--- config.mk ---
export PLATFORM = sky130hd
export DESIGN_NAME = spectrum_band_meter_top
export DESIGN_NICKNAME = d
export VERILOG_FILES = /design/src/design/sbm_pkg.sv /design/src/design/sbm_front.sv /design/src/design/sbm_queue.sv /design/src/design/sbm_back.sv /design/src/design/spectrum_band_meter_top.sv
export SDC_FILE = /design/constraint.sdc
export NUM_CORES = 2
export LEC_CHECK = 0
export ABC_AREA = 1
export BUFFER_PORTS_ARGS = -buffer_cell sky130_fd_sc_hd__buf_2
export CORE_ASPECT_RATIO = 1.5
export CORE_MARGIN = 5
export CORE_UTILIZATION = 40
export CTS_CLUSTER_SIZE = 16
export DETAILED_ROUTE_END_ITERATION = 10
export RECOVER_POWER = 100
export SLEW_MARGIN = 10
export SYNTH_ARGS = -nofsm -noshare
export SYNTH_HDL_FRONTEND = slang
export SYNTH_SLANG_ARGS = --single-unit
--- constraint.sdc ---
create_clock -name clk -period 11.5 [get_ports clk]
set_input_delay 1.15 -clock clk [delete_from_list [all_inputs] [get_ports clk]]
set_output_delay 1.15 -clock clk [all_outputs]
set_load 0.01 [all_outputs]
--- src/design/sbm_pkg.sv ---
package sbm_pkg;

  localparam int TABLE_BANDS    = 16;
  localparam int SAMPLE_RATE_HZ = 4000;
  localparam int TRACK_FIRST    = 4;
  localparam int QUEUE_DEPTH    = 4;
  localparam int QPTR_W         = $clog2(QUEUE_DEPTH);

  localparam logic [14:0] LEVEL_MAX = 15'd25600;
  // scaled difference at which the level reaches LEVEL_MAX (2048 * 25 / 2)
  localparam logic [24:0] SCALE_SAT = 25'd2048;
  localparam logic [8:0]  COEF_ONE  = 9'd256;
  localparam logic [6:0]  ROW_BASE  = 7'd80;
  localparam logic [6:0]  ROW_TOP   = 7'd13;
  localparam logic [6:0]  ROW_BOTTOM = 7'd79;
  // floor(li * 64 / 100) = (li * 16 * 1311) >> 15 for li up to 100
  localparam logic [21:0] BAR_RECIP = 22'd20976;
  localparam int          BAR_SHIFT = 15;
  // floor(pi * 67 / 100) = (pi * 67 * 5243) >> 19 for pi up to 100
  localparam logic [25:0] ROW_RECIP = 26'd351281;
  localparam int          ROW_SHIFT = 19;

  localparam logic [2:0] REG_NOISE_FLOOR = 3'd0;
  localparam logic [2:0] REG_LEVEL_GAIN  = 3'd1;
  localparam logic [2:0] REG_RISE_COEF   = 3'd2;
  localparam logic [2:0] REG_FALL_COEF   = 3'd3;
  localparam logic [2:0] REG_PEAK_DECAY  = 3'd4;

  localparam logic [6:0] BAND_EDGE [TABLE_BANDS+1] = '{
    7'd2, 7'd3, 7'd4, 7'd5, 7'd7, 7'd9, 7'd11, 7'd13, 7'd16,
    7'd19, 7'd23, 7'd28, 7'd34, 7'd41, 7'd49, 7'd58, 7'd64
  };

  typedef struct packed {
    logic [11:0] noise_floor;
    logic [6:0]  level_gain;
    logic [8:0]  rise_coef;
    logic [8:0]  fall_coef;
    logic [14:0] peak_decay;
  } cfg_t;

  typedef struct packed {
    logic [3:0]  band;
    logic [17:0] band_max;
    logic [17:0] readout_mag;
    logic [10:0] readout_freq;
  } job_t;

  typedef struct packed {
    logic full;
    logic empty;
  } queue_flags_t;

endpackage

--- src/design/sbm_front.sv ---
module sbm_front #(
  parameter int BAND_COUNT  = 16,
  parameter int FFT_POINTS  = 128
) (
  input  logic               clk,
  input  logic               rst_n,
  input  logic               in_valid,
  output logic               in_stall,
  input  logic [5:0]         in_bin_index,
  input  logic [17:0]        in_bin_magnitude,
  input  logic               in_readout_due,
  input  sbm_pkg::queue_flags_t q_flags,
  output logic               q_push,
  output sbm_pkg::job_t      q_job
);

  localparam int NB = (BAND_COUNT < sbm_pkg::TABLE_BANDS) ? BAND_COUNT : sbm_pkg::TABLE_BANDS;
  localparam int FRAME_LAST  = FFT_POINTS / 2 - 1;
  localparam int HZ_PER_BIN  = sbm_pkg::SAMPLE_RATE_HZ / FFT_POINTS;

  logic [17:0] rmax_r, rmax_nxt;
  logic [17:0] fmax_r, fmax_nxt;
  logic [5:0]  fbin_r, fbin_nxt;
  logic [17:0] lmag_r, lmag_nxt;
  logic [10:0] lfreq_r, lfreq_nxt;

  logic        accept;
  logic        in_band, band_first, band_last;
  logic [3:0]  band_idx;
  logic        track;
  logic        frame_end;
  logic [17:0] fmax_new;
  logic [5:0]  fbin_new;

  assign in_stall = q_flags.full;
  assign accept   = in_valid && !in_stall;

  // band lookup over the edge table
  always_comb begin
    in_band    = 1'b0;
    band_first = 1'b0;
    band_last  = 1'b0;
    band_idx   = '0;
    for (int k = 0; k < NB; k++) begin
      if ({1'b0, in_bin_index} >= sbm_pkg::BAND_EDGE[k] &&
          {1'b0, in_bin_index} < sbm_pkg::BAND_EDGE[k+1]) begin
        in_band    = 1'b1;
        band_idx   = 4'(k);
        band_first = ({1'b0, in_bin_index} == sbm_pkg::BAND_EDGE[k]);
        band_last  = ({1'b0, in_bin_index} == sbm_pkg::BAND_EDGE[k+1] - 7'd1);
      end
    end
  end

  always_comb begin
    track     = (int'(in_bin_index) >= sbm_pkg::TRACK_FIRST) &&
                (int'(in_bin_index) <= FRAME_LAST) && (in_bin_magnitude > fmax_r);
    frame_end = (int'(in_bin_index) == FRAME_LAST);
    fmax_new  = track ? in_bin_magnitude : fmax_r;
    fbin_new  = track ? in_bin_index : fbin_r;

    fmax_nxt  = fmax_new;
    fbin_nxt  = fbin_new;
    lmag_nxt  = lmag_r;
    lfreq_nxt = lfreq_r;
    if (frame_end) begin
      if (in_readout_due) begin
        lmag_nxt  = fmax_new;
        lfreq_nxt = 11'(13'(fbin_new) * 13'(HZ_PER_BIN));
      end
      fmax_nxt = '0;
      fbin_nxt = '0;
    end

    rmax_nxt = rmax_r;
    if (in_band) begin
      if (band_first || in_bin_magnitude > rmax_r) begin
        rmax_nxt = in_bin_magnitude;
      end
    end
  end

  assign q_push              = accept && in_band && band_last;
  assign q_job.band          = band_idx;
  assign q_job.band_max      = rmax_nxt;
  assign q_job.readout_mag   = lmag_nxt;
  assign q_job.readout_freq  = lfreq_nxt;

  always_ff @(posedge clk) begin
    if (!rst_n) begin
      rmax_r  <= '0;
      fmax_r  <= '0;
      fbin_r  <= '0;
      lmag_r  <= '0;
      lfreq_r <= '0;
    end else if (accept) begin
      rmax_r  <= rmax_nxt;
      fmax_r  <= fmax_nxt;
      fbin_r  <= fbin_nxt;
      lmag_r  <= lmag_nxt;
      lfreq_r <= lfreq_nxt;
    end
  end

endmodule

--- src/design/sbm_queue.sv ---
module sbm_queue (
  input  logic                  clk,
  input  logic                  rst_n,
  input  logic                  push,
  input  sbm_pkg::job_t         push_job,
  input  logic                  pop,
  output sbm_pkg::job_t         head_job,
  output sbm_pkg::queue_flags_t flags
);

  localparam int PTR_W = sbm_pkg::QPTR_W;
  localparam int CNT_W = sbm_pkg::QPTR_W + 1;

  sbm_pkg::job_t slot_r [sbm_pkg::QUEUE_DEPTH];
  logic [sbm_pkg::QPTR_W-1:0] wr_ptr_r, rd_ptr_r;
  logic [CNT_W-1:0]           count_r, count_nxt;

  assign flags.full  = (count_r == CNT_W'(sbm_pkg::QUEUE_DEPTH));
  assign flags.empty = (count_r == '0);
  assign head_job    = slot_r[rd_ptr_r];

  always_comb begin
    count_nxt = count_r;
    if (push && !pop) begin
      count_nxt = count_r + CNT_W'(1);
    end else if (pop && !push) begin
      count_nxt = count_r - CNT_W'(1);
    end
  end

  always_ff @(posedge clk) begin
    if (!rst_n) begin
      wr_ptr_r <= '0;
      rd_ptr_r <= '0;
      count_r  <= '0;
    end else begin
      if (push) wr_ptr_r <= wr_ptr_r + PTR_W'(1);
      if (pop)  rd_ptr_r <= rd_ptr_r + PTR_W'(1);
      count_r <= count_nxt;
    end
  end

  always_ff @(posedge clk) begin
    if (push) begin
      slot_r[wr_ptr_r] <= push_job;
    end
  end

`ifndef SYNTHESIS
  a_no_push_full: assert property (@(posedge clk) disable iff (!rst_n)
    push |-> !flags.full)
    else $error("queue pushed while full");
  a_no_pop_empty: assert property (@(posedge clk) disable iff (!rst_n)
    pop |-> !flags.empty)
    else $error("queue popped while empty");
`endif

endmodule

--- src/design/sbm_back.sv ---
module sbm_back #(
  parameter int ROWS_PER_BLOCK = 7
) (
  input  logic                  clk,
  input  logic                  rst_n,
  input  sbm_pkg::cfg_t         cfg,
  input  sbm_pkg::job_t         head_job,
  input  sbm_pkg::queue_flags_t q_flags,
  output logic                  q_pop,
  output logic                  out_valid,
  input  logic                  out_stall,
  output logic [3:0]            out_band_number,
  output logic [14:0]           out_band_level,
  output logic [3:0]            out_block_count,
  output logic [6:0]            out_peak_row,
  output logic [17:0]           out_readout_magnitude,
  output logic [10:0]           out_readout_freq_hz
);

  localparam int          DIV_SHIFT = 12;
  localparam logic [19:0] DIV_RECIP =
    20'(((1 << DIV_SHIFT) + ROWS_PER_BLOCK - 1) / ROWS_PER_BLOCK);

  typedef enum logic [7:0] {
    S_IDLE  = 8'b0000_0001,
    S_SCALE = 8'b0000_0010,
    S_RAW   = 8'b0000_0100,
    S_MIXA  = 8'b0000_1000,
    S_MIXB  = 8'b0001_0000,
    S_PEAK  = 8'b0010_0000,
    S_ROWS  = 8'b0100_0000,
    S_DONE  = 8'b1000_0000
  } back_state_t;

  back_state_t state_r, state_nxt;

  logic [14:0] lvl_mem [sbm_pkg::TABLE_BANDS];
  logic [14:0] pk_mem  [sbm_pkg::TABLE_BANDS];
  logic [sbm_pkg::TABLE_BANDS-1:0] written_r;

  sbm_pkg::job_t job_r;
  logic [14:0] old_lvl_r, old_pk_r;
  logic        old_ok_r;
  logic [24:0] p1_r;
  logic [14:0] raw_r;
  logic [8:0]  coef_r;
  logic [23:0] acc_r;
  logic [14:0] lvl_r, pk_r;
  logic [6:0]  bq_r;
  logic [3:0]  blocks_r;
  logic [6:0]  row_r;

  logic        out_valid_r;
  logic [3:0]  out_band_r;
  logic [14:0] out_level_r;
  logic [3:0]  out_blocks_r;
  logic [6:0]  out_row_r;
  logic [17:0] out_rmag_r;
  logic [10:0] out_rfreq_r;

  logic [14:0] old_lvl, old_pk;
  logic [17:0] diff;
  logic [8:0]  coef_sel, coef_cap;
  logic [24:0] mix_sum;
  logic [16:0] lvl_full;
  logic [14:0] pk_new;
  logic [21:0] bar_prod;
  logic [19:0] blk_prod;
  logic [25:0] row_prod;
  logic [6:0]  row_off, row_raw;
  logic        out_load;

  assign old_lvl = old_ok_r ? old_lvl_r : '0;
  assign old_pk  = old_ok_r ? old_pk_r  : '0;
  assign q_pop    = (state_r == S_IDLE) && !q_flags.empty;
  assign out_load = (state_r == S_DONE) && (!out_valid_r || !out_stall);

  always_comb begin
    diff     = (job_r.band_max > {6'd0, cfg.noise_floor}) ?
               job_r.band_max - {6'd0, cfg.noise_floor} : '0;
    coef_sel = (raw_r > old_lvl) ? cfg.rise_coef : cfg.fall_coef;
    coef_cap = (coef_sel > sbm_pkg::COEF_ONE) ? sbm_pkg::COEF_ONE : coef_sel;
    mix_sum  = 25'(acc_r) + 25'(24'(old_lvl) * 24'(sbm_pkg::COEF_ONE - coef_r)) + 25'd128;
    lvl_full = mix_sum[24:8];
    if (old_pk > cfg.peak_decay) begin
      pk_new = old_pk - cfg.peak_decay;
    end else begin
      pk_new = '0;
    end
    if (lvl_r > old_pk) begin
      pk_new = lvl_r;
    end
    bar_prod = 22'(lvl_r[14:8]) * sbm_pkg::BAR_RECIP;
    blk_prod = 20'(bq_r) * DIV_RECIP;
    row_prod = 26'(pk_r[14:8]) * sbm_pkg::ROW_RECIP;
    row_off  = 7'(row_prod >> sbm_pkg::ROW_SHIFT);
    row_raw  = (row_off >= sbm_pkg::ROW_BASE) ? '0 : sbm_pkg::ROW_BASE - row_off;
    if (row_raw < sbm_pkg::ROW_TOP) begin
      row_raw = sbm_pkg::ROW_TOP;
    end else if (row_raw > sbm_pkg::ROW_BOTTOM) begin
      row_raw = sbm_pkg::ROW_BOTTOM;
    end
  end

  always_comb begin
    state_nxt = state_r;
    case (state_r)
      S_IDLE:  if (!q_flags.empty) state_nxt = S_SCALE;
      S_SCALE: state_nxt = S_RAW;
      S_RAW:   state_nxt = S_MIXA;
      S_MIXA:  state_nxt = S_MIXB;
      S_MIXB:  state_nxt = S_PEAK;
      S_PEAK:  state_nxt = S_ROWS;
      S_ROWS:  state_nxt = S_DONE;
      S_DONE:  if (out_load) state_nxt = S_IDLE;
      default: state_nxt = S_IDLE;
    endcase
  end

  always_ff @(posedge clk) begin
    if (!rst_n) begin
      state_r     <= S_IDLE;
      written_r   <= '0;
      out_valid_r <= 1'b0;
    end else begin
      state_r <= state_nxt;
      if (state_r == S_ROWS) written_r[job_r.band] <= 1'b1;
      if (out_load) begin
        out_valid_r <= 1'b1;
      end else if (!out_stall) begin
        out_valid_r <= 1'b0;
      end
    end
  end

  // band state stores, read at dequeue, written back once the level settles
  always_ff @(posedge clk) begin
    if (q_pop) begin
      old_lvl_r <= lvl_mem[head_job.band];
      old_pk_r  <= pk_mem[head_job.band];
    end
    if (state_r == S_ROWS) begin
      lvl_mem[job_r.band] <= lvl_r;
      pk_mem[job_r.band]  <= pk_r;
    end
  end

  always_ff @(posedge clk) begin
    if (q_pop) begin
      job_r    <= head_job;
      old_ok_r <= written_r[head_job.band];
    end
    if (state_r == S_SCALE) p1_r <= 25'(diff) * 25'(cfg.level_gain);
    if (state_r == S_RAW) begin
      raw_r <= (p1_r > sbm_pkg::SCALE_SAT) ? sbm_pkg::LEVEL_MAX :
               15'((16'(p1_r[11:0]) * 16'd25) >> 1);
    end
    if (state_r == S_MIXA) begin
      coef_r <= coef_cap;
      acc_r  <= 24'(raw_r) * 24'(coef_cap);
    end
    if (state_r == S_MIXB) begin
      lvl_r <= (lvl_full > 17'(sbm_pkg::LEVEL_MAX)) ? sbm_pkg::LEVEL_MAX : lvl_full[14:0];
    end
    if (state_r == S_PEAK) begin
      pk_r <= pk_new;
      bq_r <= 7'(bar_prod >> sbm_pkg::BAR_SHIFT);
    end
    if (state_r == S_ROWS) begin
      blocks_r <= 4'(blk_prod >> DIV_SHIFT);
      row_r    <= row_raw;
    end
    if (out_load) begin
      out_band_r   <= job_r.band;
      out_level_r  <= lvl_r;
      out_blocks_r <= blocks_r;
      out_row_r    <= row_r;
      out_rmag_r   <= job_r.readout_mag;
      out_rfreq_r  <= job_r.readout_freq;
    end
  end

  assign out_valid             = out_valid_r;
  assign out_band_number       = out_band_r;
  assign out_band_level        = out_level_r;
  assign out_block_count       = out_blocks_r;
  assign out_peak_row          = out_row_r;
  assign out_readout_magnitude = out_rmag_r;
  assign out_readout_freq_hz   = out_rfreq_r;

`ifndef SYNTHESIS
  a_level_bound: assert property (@(posedge clk) disable iff (!rst_n)
    out_valid_r |-> out_level_r <= sbm_pkg::LEVEL_MAX)
    else $error("band level above full scale");
  a_row_bound: assert property (@(posedge clk) disable iff (!rst_n)
    out_valid_r |-> (out_row_r >= sbm_pkg::ROW_TOP && out_row_r <= sbm_pkg::ROW_BOTTOM))
    else $error("peak row outside screen range");
  a_done_order: assert property (@(posedge clk) disable iff (!rst_n)
    (state_r == S_DONE) |-> ($past(state_r) == S_ROWS || $past(state_r) == S_DONE))
    else $error("result stage entered without store write back");
`endif

endmodule

--- src/design/spectrum_band_meter_top.sv ---
// Channel  | Direction | Handshake            | Payload
// ---------+-----------+----------------------+------------------------------------------
// in_      | input     | in_valid / in_stall  | bin_index, bin_magnitude, readout_due
// out_     | output    | out_valid / out_stall| band_number, band_level, block_count,
//          |           |                      | peak_row, readout_magnitude, readout_freq_hz
// cfg_     | input     | cfg_valid / cfg_ready| cfg_index (register), cfg_data
//
// The front end takes one bin per cycle while the job queue has room; only a band's
// last bin enqueues work. The back end's shared sequencer takes one band at a time
// through dequeue, scale, raw level, two smoothing multiplies, peak, bar/row and result.
// Reset is synchronous, active low; band stores read as zero until first written.
// in_stall rises only when the 4-entry queue is full; out_stall holds the result register
// and, once that is full, the back end waits in its result state.
module spectrum_band_meter_top #(
  parameter int BAND_COUNT     = 16,
  parameter int FFT_POINTS     = 128,
  parameter int ROWS_PER_BLOCK = 7
) (
  input  logic        clk,
  input  logic        rst_n,
  input  logic        in_valid,
  output logic        in_stall,
  input  logic [5:0]  in_bin_index,
  input  logic [17:0] in_bin_magnitude,
  input  logic        in_readout_due,
  output logic        out_valid,
  input  logic        out_stall,
  output logic [3:0]  out_band_number,
  output logic [14:0] out_band_level,
  output logic [3:0]  out_block_count,
  output logic [6:0]  out_peak_row,
  output logic [17:0] out_readout_magnitude,
  output logic [10:0] out_readout_freq_hz,
  input  logic        cfg_valid,
  output logic        cfg_ready,
  input  logic [2:0]  cfg_index,
  input  logic [14:0] cfg_data
);

  sbm_pkg::cfg_t         cfg_r;
  sbm_pkg::job_t         push_job, head_job;
  sbm_pkg::queue_flags_t q_flags;
  logic                  q_push, q_pop;

  // every configuration transfer completes at once
  assign cfg_ready = 1'b1;

  always_ff @(posedge clk) begin
    if (!rst_n) begin
      cfg_r.noise_floor <= 12'd30;
      cfg_r.level_gain  <= 7'd8;
      cfg_r.rise_coef   <= 9'd230;
      cfg_r.fall_coef   <= 9'd77;
      cfg_r.peak_decay  <= 15'd512;
    end else if (cfg_valid && cfg_ready) begin
      case (cfg_index)
        sbm_pkg::REG_NOISE_FLOOR: cfg_r.noise_floor <= cfg_data[11:0];
        sbm_pkg::REG_LEVEL_GAIN:  cfg_r.level_gain  <= cfg_data[6:0];
        sbm_pkg::REG_RISE_COEF:   cfg_r.rise_coef   <= cfg_data[8:0];
        sbm_pkg::REG_FALL_COEF:   cfg_r.fall_coef   <= cfg_data[8:0];
        sbm_pkg::REG_PEAK_DECAY:  cfg_r.peak_decay  <= cfg_data[14:0];
        default: ; // drop writes to unmapped indexes
      endcase
    end
  end

  // front: band classification, running maxima, loudest-bin readout latch
  sbm_front #(
    .BAND_COUNT (BAND_COUNT),
    .FFT_POINTS (FFT_POINTS)
  ) u_front (
    .clk              (clk),
    .rst_n            (rst_n),
    .in_valid         (in_valid),
    .in_stall         (in_stall),
    .in_bin_index     (in_bin_index),
    .in_bin_magnitude (in_bin_magnitude),
    .in_readout_due   (in_readout_due),
    .q_flags          (q_flags),
    .q_push           (q_push),
    .q_job            (push_job)
  );

  // hold finished band maxima between the two halves
  sbm_queue u_queue (
    .clk      (clk),
    .rst_n    (rst_n),
    .push     (q_push),
    .push_job (push_job),
    .pop      (q_pop),
    .head_job (head_job),
    .flags    (q_flags)
  );

  // back: level, smoothing, peak hold, bar and row, result register
  sbm_back #(
    .ROWS_PER_BLOCK (ROWS_PER_BLOCK)
  ) u_back (
    .clk                   (clk),
    .rst_n                 (rst_n),
    .cfg                   (cfg_r),
    .head_job              (head_job),
    .q_flags               (q_flags),
    .q_pop                 (q_pop),
    .out_valid             (out_valid),
    .out_stall             (out_stall),
    .out_band_number       (out_band_number),
    .out_band_level        (out_band_level),
    .out_block_count       (out_block_count),
    .out_peak_row          (out_peak_row),
    .out_readout_magnitude (out_readout_magnitude),
    .out_readout_freq_hz   (out_readout_freq_hz)
  );

endmodule
Yosys cells after proc, flatten, opt, wreduce, memory -nomap -nowiden
Memory sizes are Yosys's and may differ from the RTL's. A register that Yosys moved wholly into a read port is not among the register bits.
Cells that the tools add are included.

storage, ports and cells
  output and inout port bits = 62
  memories = 3
  RAM bits = 684
  flip-flop bits (word level) = 387
  logic and storage cells = 290
  input bits = 48

cells by class
  $add $sub $neg = 10
  bitwise logic cells = 1
  reduce and logical (&&, ||, !) cells = 42
  multipliers = 8
  $lt $le $gt $ge = 47
  eq/ne operators = 46
  mux-type cells = 96

memory list
  name            words  width  read ports  clocked after memory_dff  wr ports  RTL line         source
  u_back.lvl_mem  16     15     1           1                         1         sbm_back.sv:37   logic [14:0] lvl_mem [sbm_pkg::TABLE_BANDS];
  u_back.pk_mem   16     15     1           1                         1         sbm_back.sv:38   logic [14:0] pk_mem [sbm_pkg::TABLE_BANDS];
  u_queue.slot_r  4      51     1           1                         1         sbm_queue.sv:14  sbm_pkg::job_t slot_r [sbm_pkg::QUEUE_DEPTH];

operators by type and width
  operator                 number
  $mux W18                 7
  $pmux W8 S8              1
  $mux W15                 4
  $eq A6 B6 Y1 const B     9
  $mux W1                  54
  $gt A15 B15 Y1           3
  $eq A6 B4 Y1 const B     7
  $eq A6 B5 Y1 const B     7
  $gt A18 B18 Y1           2
  $mux W4                  8
  $mul A7 B19 Y26 const B  1
  $add A24 B25 Y25         1
  $add A25 B8 Y25 const B  1
  $gt A25 B12 Y1 const B   1
  $mul A15 B24 Y25         1
  $mul A18 B7 Y25          1
  $eq A6 B3 Y1 const B     4
  $ge A6 B3 Y1 const B     4
  $ge A6 B5 Y1 const B     4
  $ge A6 B6 Y1 const B     4
  $logic_and A1 B1 Y1      24
  $lt A6 B5 Y1 const B     4
  $lt A6 B6 Y1 const B     4
  $mul A15 B9 Y24          1
  other kinds (55)         93

Depth between registers and ports, before layout
  word-level depth = 24
  depth in mapped cells = 41
  gate-level depth less buffers = 40

By module
Synthesis repeated with hierarchy kept, for this count alone.

unflattened totals
  cell total of the unflattened synthesis = 6,674
  area, all modules = 67,278.3 um^2

modules (own cells, without submodules)
  module                   area an instance (um^2)  cells each  instances
  sbm_back                 51,324.2                 4,919       1
  sbm_queue                8,035.2                  551         1
  sbm_front                5,835.6                  907         1
  spectrum_band_meter_top  2,083.2                  297         1

Least setup slack after synthesis
Ideal clock, no wire load.

  kind = register -> register
  from = reg u_back.coef_r[0]
  to = reg u_back.lvl_r[11], data pin
  stages on the path, launching flop included = 33
  path slack = 4.235 ns
  buffers on the path = 3
  clock period less this slack = 7.265 ns
  data arrival time = 7.000 ns
  cell sequence = edfxtp_1 buf_2 nor3_1 inv_1 or2_1 or3_1 nor3_1 nor2_1 inv_1 buf_2 nor2_1 inv_1 fa_1 fa_1 inv_1 fa_1 inv_1 fa_1 fa_1 fa_1 inv_1 ha_1 inv_1 nor4_1 o21ai_0 nand3_1 xor2_1 inv_1 nand2_1 nor2_1 o21ai_2 buf_4 a21oi_1

on the way
  longest elaborated chain between the ends = 5

ends and longest elaborated chain
  item                    RTL line         source
  from (decl)             sbm_back.sv:46   logic [8:0] coef_r;
  from (signal assigned)  sbm_back.sv:159  coef_r <= coef_cap;
  $sub A9 B9 Y10 (*)      sbm_back.sv:83   mix_sum = 25'(acc_r) + 25'(24'(old_lvl) * 24'(sbm_pkg::COEF_ONE - coef_r)) + 25'd128;
  $mul A15 B24 Y25 (*)    sbm_back.sv:83
  $add A24 B25 Y25 (*)    sbm_back.sv:83
  $add A25 B8 Y25 (*)     sbm_back.sv:83
  $gt A17 B15 Y1          sbm_back.sv:163  lvl_r <= (lvl_full > 17'(sbm_pkg::LEVEL_MAX)) ? sbm_pkg::LEVEL_MAX : lvl_full[14:0];
  to (signal assigned)    sbm_back.sv:163
  to (decl)               sbm_back.sv:48   logic [14:0] lvl_r, pk_r;

Every way passes the cells marked *; elsewhere a longest branch is shown, timed or not.
A chain may end at the register's enable or synchronous reset.

Final worst setup path
  from = reg u_back.old_ok_r
  to = reg u_back.acc_r[18], data pin

on the way
  longest elaborated chain between the ends = 6

ends and longest elaborated chain
  item                    RTL line         source
  from (decl)             sbm_back.sv:43   logic old_ok_r;
  from (signal assigned)  sbm_back.sv:151  old_ok_r <= written_r[head_job.band];
  $mux W15 (*)            sbm_back.sv:73   assign old_lvl = old_ok_r ? old_lvl_r : '0;
  $gt A15 B15 Y1 (*)      sbm_back.sv:81   coef_sel = (raw_r > old_lvl) ? cfg.rise_coef : cfg.fall_coef;
  $mux W9 (*)             sbm_back.sv:81
  $gt A9 B9 Y1            sbm_back.sv:82   coef_cap = (coef_sel > sbm_pkg::COEF_ONE) ? sbm_pkg::COEF_ONE : coef_sel;
  $mux W9 (*)             sbm_back.sv:82
  $mul A15 B9 Y24 (*)     sbm_back.sv:160  acc_r <= 24'(raw_r) * 24'(coef_cap);
  to (signal assigned)    sbm_back.sv:160
  to (decl)               sbm_back.sv:47   logic [23:0] acc_r;

Marked as above.

==> summary.txt <==
largest stage delay on the critical path = 1130 ps
outcome = finished with violations
flop2flop setup slack = 1850 ps
Die Ht = 509.5 um
Final Cell Area = 72950 um2
Synthesis Warnings = 0
hold buffer count at cts = 0
# fillers = 15700
CP dominant cell by count = nand2_1
setup TNS = 0 ps
Fin. Hold Viols = 0
vias in the first global route = 48230
via count = 47100
Core Area = 165500 um2
Yosys cell types = 67
die width = 343.0 um
fraction of layout cells with a size suffix above 1 = 4.563%
crit path kind = flip-flop to flip-flop
top-area cell type share of the netlist area = 42.70%
fin. max-slew vios = 1511
router iterations before antenna repair = 6
starting DRC count in detailed routing = 3419
top-count cell post-synth = inv_1
IO Port Bufs = 108
wire per inst = 19.91 um
slowest CP cell = nor2_1
sequential fraction of the synthesis area = 47.43%
CTS Buffer Depth = 3
top cells by area, synth = edfxtp_1 (43%), fa_1 (12%), ha_1 (8.8%)
Post-DP Area = 69730 um2
# resized after CTS = 0
Post-Syn Nets = 7567
Root Buffer = clkbuf_16
Final #Nets = 7636
Rel. slew slack = -150.8%
Hold/Removal Path Class = flip-flop to flip-flop
post-CTS setup buffers = 0
Synth Flop Type = edfxtp_1
max cap viols = 50
first-pass GRT wire length = 277000 um
final setup fails = 0
hpwl dp = 125500 um
Mapped Area = 66520 um2
CTS tree = yes
CTS H-tree lvls = 3
worst-path fanout max = 16
RSZ-0062 raised after global routing = no
minimum clock period = 9649 ps
die area = 174700 um2
register bit total from synthesis = 1103
overall routing resource usage = 20.44%
failing checks = capacitance limit, slew limit
global placement routability congestion = 0.9564
Vias/cell = 5.210
Post-synth top cells = inv_1 (1015), nor2_1 (976), nand2_1 (971), edfxtp_1 (946), ha_1 (466)
Clk Latency, worst-skew pair = 760 ps
area leader, netlist = edfxtp_1
# rows = 183
worst-margin pin slew = 3762 ps
largest net degree at the start of global routing = 98
cell count after synthesis = 6651
synthesis-to-finish area growth = 9.656%
post-synthesis async set-or-reset flop share = 0%
Worst-path clk slew = 70 ps
Clock Skews = 57.63 ps
total congestion overflow = 0
Sink Count = 1103
DRC Markers = 0
Antenna Nets Post-Route = 0
Synth Area per Inst = 10.00 um2
Routed Wire Length = 180000 um
Max Freq = 103.6 MHz
Worst setup EP type = flip-flop
initial antenna violation count = 7
IO Pins = 110
Tcrit/Tclk final = 83.90%
Post-synth EDFFs = 946
Initial Util = 40.18%
CTS buffer count = 107
Required @ worst endpoint = 11960 ps
startpoint class of the critical path = flip-flop
signal arrival time at the worst endpoint = 10110 ps
[final timing paths]
kind | from | endpoint | cells after the start
worst max register to register | u_back.old_ok_r$_DFFE_PP_ | u_back.acc_r[18]$_DFFE_PP_ | 31
worst min-delay path | u_back.job_r[20]$_DFFE_PP_ | u_back.out_readout_magnitude[9]$_DFFE_PP_ | 0
worst max-delay path | u_back.old_ok_r$_DFFE_PP_ | u_back.acc_r[18]$_DFFE_PP_ | 31
worst min register to register | u_back.job_r[20]$_DFFE_PP_ | u_back.out_readout_magnitude[9]$_DFFE_PP_ | 0
[stage by stage]
stage | cells | setup WS, ps | utilization (%) | hold slack [ps]
finish | 9041 | 1851 | 44.07 | 412.9
detailed placement | 8831 | 2916 | 42.12 | 405.1
global placement | 8831 | 2950 | 42.12 | 401.7
CTS | 9035 | 2906 | 44.38 | 412.6
global route | 9036 | 1150 | 44.06 | 427.9
floorplan | 6651 | 4235 | - | 400.3
[cells in the final DEF (no fill, tap or decap), drive strengths merged, types with 4 or more instances in the layout]
cell	instances
inv	1037
nand2	997
nor2	988
edfxtp	946
ha	466
o21ai	436
fa	402
a21oi	288
clkbuf	258
nand3	178
dfxtp	157
o311ai	77
o211ai	64
buf	61
xor2	59
o22ai	51
o32ai	49
clkinv	49
xnor2	44
nor3	38
nand4	35
nor4	16
or2	13
a21o	11
bufinv	11
o21bai	10
o21a	9
a31oi	9
o31ai	7
a21boi	7
diode	6
a211oi	6
clkinvlp	6
nand3b	4
[layout make-up]
cell class / instances / area [um2] / share of cell area (%)
timing repair buffer: 180 / 810.8 / 1.111
sequential: 1103 / 31550 / 43.25
tap: 2220 / 2778 / 3.808
clock buffer: 139 / 2984 / 4.091
inverter: 1038 / 3906 / 5.355
multi-input combinational: 4290 / 30150 / 41.33
clock inverter: 65 / 752.0 / 1.031
antenna: 6 / 15.01 / 0.02058
[worst max-delay path: cells and delay by family (launching register included)]
family          cells  cell delay, ps
compound gates      7            1640
xor+xnor            1             120
buf+inv             5             750
fa+ha+maj           6            2910
simple gates       12            3250
flops               1             720
[cell families after synthesis]
kind of cell / Yosys count / share of synthesized area (%)
buf+inv: 1258 / 7.260
other cells: 1 / 0.005637
fa+ha+maj: 868 / 20.86
xor+xnor: 103 / 1.356
compound gates: 1039 / 9.235
simple gates: 2279 / 13.85
flops: 1103 / 47.43
[metal layers]
layer  wire [um]  track usage [%]
met5          21                0
met4        8243            8.693
met3        8378            2.526
met2       92360            37.20
met1       71040            24.35
[registers in the layout, summed over array words and instances (netlist names), 15 cells and up, named ones only]
signal	flops
cfg_r	52
u_back.acc_r	24
u_back.job_r	51
u_back.lvl_mem	240
u_back.lvl_r	15
u_back.old_lvl_r	15
u_back.old_pk_r	15
u_back.out_band_level	15
u_back.out_readout_magnitude	18
u_back.p1_r	25
u_back.pk_mem	240
u_back.pk_r	15
u_back.raw_r	15
u_back.written_r	16
u_front.fmax_r	18
u_front.lmag_r	18
u_front.rmax_r	18
u_queue.slot_r	204
Power is not shown: default switching activity piles up to over one toggle a cycle in this logic, so the estimate is an artifact.
